$ cat config.mk
export PLATFORM = sky130hd
export DESIGN_NAME = abi_ram
export DESIGN_NICKNAME = d
export VERILOG_FILES = /design/src/abi_ram.sv
export SDC_FILE = /design/constraint.sdc
export NUM_CORES = 1
export LEC_CHECK = 0
export ABC_AREA = 1
export ABC_CLOCK_PERIOD_IN_PS = 3050
export BUFFER_PORTS_ARGS = -buffer_cell sky130_fd_sc_hd__buf_2
export CAP_MARGIN = 20
export CORE_UTILIZATION = 55
export DETAILED_ROUTE_END_ITERATION = 10
export GPL_ROUTABILITY_DRIVEN = 0
export GPL_TIMING_DRIVEN = 1
export PLACE_DENSITY = 0.75
export SYNTH_ARGS = -nofsm -noshare
export SYNTH_HDL_FRONTEND = slang
export SYNTH_SLANG_ARGS = --single-unit
$ cat constraint.sdc
create_clock -name clock -period 3.05 [get_ports clock]
set_clock_uncertainty 0.2 [all_clocks]
set_input_delay 0.7625 -clock clock [delete_from_list [all_inputs] [get_ports clock]]
set_output_delay 0.7625 -clock clock [all_outputs]
set_load 0.1 [all_outputs]
$ cat src/abi_ram.sv
// ----------------------------------------------------------------------------
// Generic RAM
// One write port and one read port with registered read data.
// ----------------------------------------------------------------------------
`default_nettype none

module abi_ram #(
   parameter int WIDTH = 32,
   parameter int DEPTH = 16
) (
   input  wire logic                     clock,
   input  wire logic                     we,
   input  wire logic [$clog2(DEPTH)-1:0] waddr,
   input  wire logic [WIDTH-1:0]         wdata,
   input  wire logic [$clog2(DEPTH)-1:0] raddr,
   output logic      [WIDTH-1:0]         rdata
);

   logic [WIDTH-1:0] mem_ff [DEPTH];

   always_ff @(posedge clock) begin
      if (we) begin
         mem_ff[waddr] <= wdata;
      end
      rdata <= mem_ff[raddr];
   end

endmodule

`default_nettype wire

==> results.py <==
metrics = {
    "power": {
        "powerDensity_nw_per_um2": 640.5,
        "seq_power_share_pct": 51.3,
        "clock_power_share_pct": 40.7,
        "comb_power_share_pct": 8.0,
        "p_leak_nw": 10.92,
        "vdd_drop_max_v": 0.0004137,
        "p_sw_mw": 3.825,
        "intPower_mw": 12.56,
        "power.share.switching_pct": 23.35,
    },
    "route": {
        "firstDrtPassIters": 5,
        "num_vias": 14760,
        "totalWireLength_um": 50380,
        "postRouteAntennaNets": 0,
        "route.detailed.drc": 0,
        "post_drt_via_cell_ratio": 5.348,
        "wl_per_cell_um": 18.25,
        "detail_route.iter0.violations": 1588,
    },
    "synth": {
        "syn_nets": 2162,
        "ys_seq_area_share_pct": 70.46,
        "synthCells": 2120,
        "synth.avg_cell_area_um2": 10.72,
        "synth_area_um2": 22730,
        "yosysWarnings": 0,
        "synthDistinctLibCells": 15,
        "ys_ff_latch": 544,
    },
    "sta": {
        "clock.fmax_mhz": 419.2,
        "rsz0062_at_grt": "false",
        "post-route-period-util_pct": 78.21,
        "min_period_ns": 2.385,
        "slew_headroom_pct": 52.97,
        "setup_viol": 0,
        "final-hold-violation-count": 0,
        "finalSetupTns_ns": 0,
        "worstMarginPinSlew_ns": 0.7055,
        "slew_viol_final": 0,
    },
    "setup_path": {
        "critPathKind": "reg -> out",
        "rr_startpoint": "mem_ff[3][27]",
        "crit_fanout": 1,
        "cp.arrival_ns": 1.42,
        "startpoint": "rdata[17]",
        "start_kind": "flip-flop",
        "cp_slowest_cell": "buf_2",
        "crit_chain": "buf_2",
        "cp_num_buf_inv": 1,
        "cp-end-kind": "output port",
        "max_stage_delay_ns": 0.45,
        "crit_required_ns": 2.09,
        "cp_top_family": "buffers and inverters",
    },
    "outcome": {
        "status": "complete, no violations",
    },
    "clocking": {
        "ctsLongestPathBuffers": 3,
        "htreeDepth": 2,
        "cts.sinks": 544,
        "clk_pin_slew_ns": 0.06,
        "post-cts-setup-buffer-count": 0,
        "post_cts_resized": 0,
        "cts_tree": "yes",
        "ctsHoldBuffers": 0,
        "cts-root-buf": "clkbuf_16",
        "clk_latency_ns": 0.61,
        "cts_made_buffers": 53,
    },
    "placement": {
        "numPortBuffers": 73,
        "placed_area_um2": 23790,
        "hpwlAfterDp_um": 26450,
    },
    "floorplanning": {
        "die_w_um": 205.3,
        "io_pins": 74,
        "core.rowCount": 74,
        "start_util_pct": 55.67,
        "die_h_um": 205.3,
        "core_area_um2": 40830,
        "die_area_um2": 42150,
    },
    "finish": {
        "final_area_um2": 25580,
        "drive_gt1_share_pct": 9.605,
        "num-nets-final": 2225,
        "syn_to_final_growth_pct": 12.53,
        "antenna_cells": 0,
    },
    "global_routing": {
        "grt_remaining_overflow": 0,
        "grtUsageTotal_pct": 24.53,
        "first_global_vias": 14680,
        "grt_pass1_wl_um": 78610,
        "grt_antenna_before_repair": 0,
        "grt_max_degree": 129,
    },
    "worst_hold_path": {
        "min-delay-start": "wdata[16]",
        "min_path_type": "in -> reg",
    },
    "job": {
        "cap_viol_max_count": 0,
    },
}
-- Yosys cell counts --
master	count	area [um2]
nand2_1	677	2541
edfxtp_1	512	15370
inv_1	388	1456
nand3_1	385	1927
buf_2	41	205.2
dfxtp_1	32	640.6
buf_6	29	326.6
nor2_1	17	63.81
buf_1	14	52.55
clkbuf_1	14	52.55
buf_4	6	45.04
nand3b_1	2	15.01
buf_12	1	20.02
inv_2	1	3.750
inv_4	1	6.260
-- cells in the final DEF (no fill, tap or decap) --
cell type	instances
buf_12	24
buf_2	71
buf_4	17
buf_6	1
bufinv_16	5
clkbuf_1	12
clkbuf_16	55
clkbuf_8	8
clkinv_1	7
clkinv_2	10
clkinvlp_4	3
dfxtp_1	32
edfxtp_1	512
inv_1	386
inv_2	1
inv_4	1
inv_6	2
nand2_1	677
nand3_1	385
nand3b_1	2
nor2_1	1
nor2_4	16
-- metal layers --
metal	routed length [um]	vias up	global-route usage, %
met5	0	-	0
met4	1633	0	10.85
met3	3536	111	3.136
met2	25420	638	41.87
met1	19790	7035	31.49
li1	-	6977	-
-- cells by family (layout without fill, tap and decap cells) --
group | Yosys count | after routing | synth area share [%]
flip-flops | 544 | 544 | 70.46
AND/OR/NAND/NOR | 1081 | 1081 | 20.00
buffers and inverters | 495 | 603 | 9.539
-- final timing paths --
check              endpoint  slack [ns]  cells after the start
max               rdata[17]        0.66                      1
min          mem_ff[14][16]        0.34                      1
max reg2reg       rdata[27]        1.79                      6
min reg2reg       rdata[25]        0.46                      6
-- stage by stage --
step                instances  power, mW  util [%]  setup slack [ns]  hold WS (ns)
floorplan                2120      9.481         -           0.09480        0.4074
global placement         2660      9.835     58.27            0.7078        0.4319
detailed placement       2660      9.865     58.27            0.7000        0.4469
CTS                      2760      16.44     62.65            0.6371        0.3206
global route             2760      16.83     62.65            0.6421        0.3372
finish                   2760      16.38     62.65            0.6646        0.3368
-- area by class of cell --
| class | count | area, um2 |
|---|---|---|
| sequential | 544 | 16020 |
| fill | 2974 | 15250 |
| multi-input combinational | 1081 | 4667 |
| clock buffer | 75 | 1531 |
| inverter | 390 | 1471 |
| timing repair buffer | 113 | 974.7 |
| tap | 532 | 665.6 |
| clock inverter | 25 | 254.0 |
-- flip-flops by register name (all words and copies together) (netlist names) --
register,count
rdata,32
mem_ff,512
-- power by group through the flow --
stage | Combinational [mW] | Sequential, mW | Clock, mW
2_1_floorplan | 0.570 | 8.91 | 0
5_1_grt | 1.42 | 8.41 | 7.00
4_1_cts | 1.32 | 8.40 | 6.72
3_5_place_dp | 1.31 | 8.56 | 0
3_3_place_gp | 1.28 | 8.55 | 0
6_report | 1.32 | 8.40 | 6.67
Power figures use the tool's default switching activity.
