===== config.mk =====
export PLATFORM = sky130hd
export DESIGN_NAME = abi_lerp
export DESIGN_NICKNAME = d
export VERILOG_FILES = /design/src/abi_pkg.sv /design/src/abi_lerp.sv
export SDC_FILE = /design/constraint.sdc
export NUM_CORES = 2
export LEC_CHECK = 0
export BUFFER_PORTS_ARGS = -buffer_cell sky130_fd_sc_hd__buf_2
export CAP_MARGIN = 10
export CORE_ASPECT_RATIO = 0.75
export CORE_MARGIN = 2
export CORE_UTILIZATION = 25
export CTS_CLUSTER_SIZE = 40
export DETAILED_ROUTE_END_ITERATION = 16
export HOLD_SLACK_MARGIN = 0.03
export PLACE_DENSITY = 0.4
export SYNTH_ARGS = -nofsm -noshare
export SYNTH_HDL_FRONTEND = slang
export SYNTH_SLANG_ARGS = --single-unit

===== constraint.sdc =====
create_clock -name clock -period 22.3 [get_ports clock]
set_clock_uncertainty 0.15 [all_clocks]
set_input_delay 3.345 -clock clock [delete_from_list [all_inputs] [get_ports clock]]
set_output_delay 3.345 -clock clock [all_outputs]
set_load 0.1 [all_outputs]

===== src/abi_pkg.sv =====
// ----------------------------------------------------------------------------
// Breakpoint interpolator package
// Shared constants, codes, state types and the interpolation operand struct.
// ----------------------------------------------------------------------------
`default_nettype none

package abi_pkg;

   localparam int TABLE_ENTRIES = 16;
   localparam int FRACTION_BITS = 16;
   localparam int IDX_W         = $clog2(TABLE_ENTRIES);
   localparam int CNT_W         = $clog2(TABLE_ENTRIES + 1);
   localparam int POS_W         = 24;
   localparam int DATA_W        = 32;
   localparam int NUM_FIELDS    = 6;
   localparam int NUM_APERTURES = 4;
   localparam int ENTRY_W       = NUM_FIELDS * DATA_W;
   localparam int DIFF_W        = DATA_W + 2;
   localparam int PROD_W        = DIFF_W + FRACTION_BITS + 1;
   localparam int MAG_W         = PROD_W - 1;
   localparam int STEP_W        = $clog2(MAG_W);
   localparam int FIELD_W       = $clog2(NUM_FIELDS);

   localparam logic [POS_W-1:0] FRAC_ONE = POS_W'(1) << FRACTION_BITS;
   localparam logic [FRACTION_BITS-1:0] FRAC_MASK = {FRACTION_BITS{1'b1}};

   typedef enum logic [1:0] {
      REQ_DEFINE = 2'd0,
      REQ_QUERY  = 2'd1,
      REQ_CLEAR  = 2'd2,
      REQ_NOP    = 2'd3
   } req_code_type;

   typedef enum logic [1:0] {
      ST_OK    = 2'd0,
      ST_ORDER = 2'd1,
      ST_EMPTY = 2'd2,
      ST_FULL  = 2'd3
   } status_type;

   typedef enum logic [2:0] {
      S_IDLE,
      S_SCAN,
      S_RDA,
      S_RDB,
      S_LDB,
      S_CALC,
      S_WAIT,
      S_DONE
   } seq_state_type;

   typedef enum logic [1:0] {
      MODE_DIRECT,
      MODE_DUP,
      MODE_LERP
   } mode_type;

   typedef enum logic [1:0] {
      L_IDLE,
      L_MUL,
      L_DIV,
      L_DONE
   } lerp_state_type;

   typedef struct packed {
      logic [DATA_W:0]        a;
      logic [DATA_W:0]        b;
      logic [FRACTION_BITS-1:0] dp;
      logic [FRACTION_BITS-1:0] span;
   } lerp_op_type;

endpackage

`default_nettype wire


===== src/abi_lerp.sv =====
// ----------------------------------------------------------------------------
// Interpolation unit
// Computes a + ((b - a) * dp) / span with one multiply and a serial divider
// that produces one quotient bit per cycle, truncated toward zero.
// ----------------------------------------------------------------------------
`default_nettype none

module abi_lerp (
   input  wire logic                 clock,
   input  wire logic                 reset,
   input  wire logic                 start,
   input  wire abi_pkg::lerp_op_type op,
   output logic                      done,
   output logic [abi_pkg::DATA_W-1:0] result
);

   abi_pkg::lerp_state_type state_ff, state_in;
   logic [abi_pkg::DATA_W-1:0]        a_ff, a_in;
   logic signed [abi_pkg::DIFF_W-1:0] diff_ff, diff_in;
   logic [abi_pkg::FRACTION_BITS-1:0] dp_ff, dp_in;
   logic [abi_pkg::FRACTION_BITS-1:0] span_ff, span_in;
   logic                              neg_ff, neg_in;
   logic [abi_pkg::FRACTION_BITS-1:0] rem_ff, rem_in;
   logic [abi_pkg::MAG_W-1:0]         quo_ff, quo_in;
   logic [abi_pkg::STEP_W-1:0]        step_ff, step_in;

   logic signed [abi_pkg::PROD_W-1:0] prod;
   logic signed [abi_pkg::PROD_W-1:0] prod_neg;
   logic [abi_pkg::FRACTION_BITS:0]   rem_sh;

   always_ff @(posedge clock) begin
      if (reset) begin
         state_ff <= abi_pkg::L_IDLE;
      end else begin
         state_ff <= state_in;
      end
      a_ff    <= a_in;
      diff_ff <= diff_in;
      dp_ff   <= dp_in;
      span_ff <= span_in;
      neg_ff  <= neg_in;
      rem_ff  <= rem_in;
      quo_ff  <= quo_in;
      step_ff <= step_in;
   end

   always_comb begin
      state_in = state_ff;
      a_in     = a_ff;
      diff_in  = diff_ff;
      dp_in    = dp_ff;
      span_in  = span_ff;
      neg_in   = neg_ff;
      rem_in   = rem_ff;
      quo_in   = quo_ff;
      step_in  = step_ff;
      done     = 1'b0;
      result   = neg_ff ? (a_ff - quo_ff[abi_pkg::DATA_W-1:0])
                        : (a_ff + quo_ff[abi_pkg::DATA_W-1:0]);
      prod     = diff_ff * $signed({1'b0, dp_ff});
      prod_neg = -prod;
      rem_sh   = {rem_ff, quo_ff[abi_pkg::MAG_W-1]};

      unique case (state_ff)
         abi_pkg::L_IDLE: begin
            if (start) begin
               a_in    = op.a[abi_pkg::DATA_W-1:0];
               diff_in = $signed({op.b[abi_pkg::DATA_W], op.b})
                       - $signed({op.a[abi_pkg::DATA_W], op.a});
               dp_in   = op.dp;
               span_in = op.span;
               state_in = abi_pkg::L_MUL;
            end
         end
         abi_pkg::L_MUL: begin
            neg_in  = prod[abi_pkg::PROD_W-1];
            quo_in  = prod[abi_pkg::PROD_W-1] ? prod_neg[abi_pkg::MAG_W-1:0]
                                               : prod[abi_pkg::MAG_W-1:0];
            rem_in  = '0;
            step_in = '0;
            state_in = abi_pkg::L_DIV;
         end
         abi_pkg::L_DIV: begin
            if (rem_sh >= {1'b0, span_ff}) begin
               rem_in = abi_pkg::FRACTION_BITS'(rem_sh - {1'b0, span_ff});
               quo_in = {quo_ff[abi_pkg::MAG_W-2:0], 1'b1};
            end else begin
               rem_in = rem_sh[abi_pkg::FRACTION_BITS-1:0];
               quo_in = {quo_ff[abi_pkg::MAG_W-2:0], 1'b0};
            end
            step_in = step_ff + 1'b1;
            if (step_ff == abi_pkg::STEP_W'(abi_pkg::MAG_W - 1)) begin
               state_in = abi_pkg::L_DONE;
            end
         end
         abi_pkg::L_DONE: begin
            done     = 1'b1;
            state_in = abi_pkg::L_IDLE;
         end
         default: state_in = abi_pkg::L_IDLE;
      endcase
   end

endmodule

`default_nettype wire


==> results.py <==
metrics = {
    "timing": {
        "setup_viol": 0,
        "slew_violations": 0,
        "fmax_mhz": 104,
        "hold_violations": 0,
        "rsz0062_at_grt": "no",
        "period_share": 0.431,
        "tightest_slew_ns": 1.06,
        "totalNegativeSetupSlack_ns": 0,
        "min_period_ns": 9.61,
        "slew_headroom": 0.294,
    },
    "placed_design": {
        "dpl.hpwl_microns": 74700,
        "place_area_sq_um": 34300,
        "gp_congestion": 0.824,
        "portBuffers": 133,
    },
    "worst_setup_path": {
        "regToRegSetupSlack_ns": 12.96,
        "cp.arrival_ns": 6.12,
        "required_ns": 18.81,
        "worstSetupPathType": "reg -> out",
        "r2r-end": "quo_ff[22]",
        "ff2ff_path_depth": 25,
        "crit_path_start_kind": "flip-flop",
        "timing.rr.start": "dp_ff[8]",
        "cp_max_fo": 5,
        "end_kind": "output pin",
    },
    "global_routing": {
        "track_usage": 0.155,
        "grt_pass1_wl_microns": 154000,
        "antenna_found_initial": 4,
        "grt_max_degree": 65,
        "grt_pass1_vias": 24748,
        "globalRouteOverflowTotal": 0,
    },
    "logic_synthesis": {
        "yosysTopAreaCellShare": 0.327,
        "ys_ff_latch": 173,
        "synth-seq-area-share": 0.162,
        "syn_nets": 4348,
        "synth_ff_type": "edfxtp_1",
        "async_reset_ff_frac": 0,
        "synth_cell_types": 92,
        "synth_edf_count": 171,
        "synth_area_sq_um": 31900,
        "yosysMostFrequentCell": "inv_1",
        "avgSynthCellArea_sq_um": 9.06,
        "synthTopCellsByCount": "inv_1, fa_1, nand2_1, and2_1, ha_1",
        "synthTopCellsByArea": "fa_1, edfxtp_1, inv_1",
        "synth_area_leader_cell": "fa_1",
        "synth_cells": 3517,
        "synth_warnings": 0,
    },
    "route": {
        "drt_wl_total_microns": 96600,
        "drc": 0,
        "drtPass1Iterations": 5,
        "drt_iter0_drc": 1552,
        "avgViaCountPerCell": 4.49,
        "ant_nets": 0,
        "num_vias": 23577,
        "post_drt_wl_per_cell_microns": 18.4,
    },
    "finish": {
        "drive_gt1_frac": 0.0743,
        "syn2layout_area_growth_pct": 9.57,
        "fillers": 13616,
        "nets": 4396,
        "final_area_sq_um": 34900,
    },
    "clock_network": {
        "cts_hold_buf": 0,
        "cts_tree": "done",
        "htreeDepth": 4,
        "root_buffer": "clkbuf_16",
        "clock_sinks": 173,
        "cts_max_path_buffers": 2,
        "clk_pin_slew_ns": 0.08,
        "post_cts_buffers": 0,
        "cts_buffers": 17,
        "cts_resized": 0,
        "clk-insertion-delay-late_ns": 0.53,
    },
    "worst_hold_path": {
        "hp-class": "reg -> reg",
        "holdPathStages": 1,
        "hold_start": "quo_ff[33]",
        "whs_endpoint": "quo_ff[34]",
    },
    "floorplan": {
        "start_util": 0.252,
        "ios": 134,
        "rows": 113,
        "die_area_sq_um": 130000,
        "die_y_microns": 313,
        "core_area_sq_um": 127000,
        "die_x_microns": 416,
    },
    "flow_run": {
        "max_cap_violations": 0,
    },
    "run_status": {
        "status": "completed",
    },
}
## critical path, stage by stage (launching register included)
cell	delay, ns
edfxtp_1	0.49
inv_1	0.10
ha_1	0.16
nor2b_1	0.23
nand2_1	0.08
nor2_1	0.23
and2_1	0.29
a21oi_1	0.11
xnor2_1	0.19
ha_1	0.31
a21o_1	0.20
a21o_1	0.17
a21oi_1	0.36
nand3b_1	0.12
o21ai_0	0.51
o21ai_0	0.34
a31oi_1	0.35
a31oi_1	0.18
a211o_1	0.32
o31ai_1	0.26
xnor2_1	0.15
buf_2	0.44
## routing by layer
metal  up-vias  wire length, microns  global-route usage
met5         -                    13                   0
met4         2                  1140              0.0274
met3        52                  3310              0.0176
met2       384                 43200               0.240
met1     11941                 49000               0.232
li1      11198                     -                   -
## placed cells by master, fill, tap and decap left out, types with 6 or more instances in the layout
master,instances
nand3_1,30
a211oi_1,19
o21ai_0,83
nand4_1,21
a31oi_1,22
xnor2_1,121
xor2_1,44
nor4_1,22
buf_4,32
or2_2,11
or3_1,10
nand2_1,404
mux2_2,27
a21o_1,53
fa_1,520
a221oi_1,8
o22ai_1,7
ha_1,208
and3_1,21
and2_1,266
nor2_1,143
inv_6,6
o211ai_1,9
a21oi_1,134
nor2b_1,18
o21a_1,17
a211o_1,10
o21bai_1,19
o21ai_1,12
buf_2,133
mux2i_1,24
nor3_1,55
o31ai_1,12
nand2b_1,21
edfxtp_1,171
a21boi_0,6
clkbuf_16,17
inv_1,731
a21oi_2,7
## cell type report
type,instances,area (sq um),share of cell area
Timing Repair Buffer,165,906,0.0260
Sequential cell,173,5170,0.148
Tap cell,1667,2090,0.0598
Antenna cell,2,5.00,0.000143
Clock inverter,15,145,0.00416
Clock buffer,17,425,0.0122
Multi-Input combinational cell,2476,23400,0.671
Inverter,732,2750,0.0787
## state kept, by name, indices dropped and copies added, names as in the netlist
signal    flops
quo_ff       50
diff_ff      34
a_ff         32
dp_ff        16
rem_ff       16
span_ff      16
step_ff       6
state_ff      2
neg_ff        1
## kinds of logic after synthesis
logic type | Yosys count | synth area share
simple gates | 1058 | 0.165
buf+inv | 868 | 0.103
fa+ha+maj | 730 | 0.409
compound gates | 472 | 0.0974
flops | 173 | 0.162
xor+xnor | 165 | 0.0454
mux | 51 | 0.0171
## per-stage QoR
step / setup WS (ns) / cells / utilization / hold WS, ns
detailed placement: 13.05 / 5213 / 0.271 / 0.384
CTS: 12.67 / 5245 / 0.276 / 0.417
floorplan: 13.83 / 3517 / - / 0.368
global placement: 13.17 / 5213 / 0.271 / 0.383
global route: 12.24 / 5245 / 0.276 / 0.422
finish: 12.69 / 5247 / 0.276 / 0.409
## worst max-delay path by stage
stage | slack, ns | end | start | depth (start not counted)
global placement | 13.17 | quo_ff[28] | dp_ff[8] | 25
finish | 12.69 | result[31] | quo_ff[0] | 21
CTS | 12.67 | result[31] | quo_ff[0] | 21
global route | 12.24 | result[31] | quo_ff[0] | 21
floorplan | 13.83 | result[14] | quo_ff[0] | 16
detailed placement | 13.05 | quo_ff[24] | dp_ff[8] | 25
Power is not shown: default switching activity piles up to over one toggle a cycle in this logic, so the estimate is an artifact.
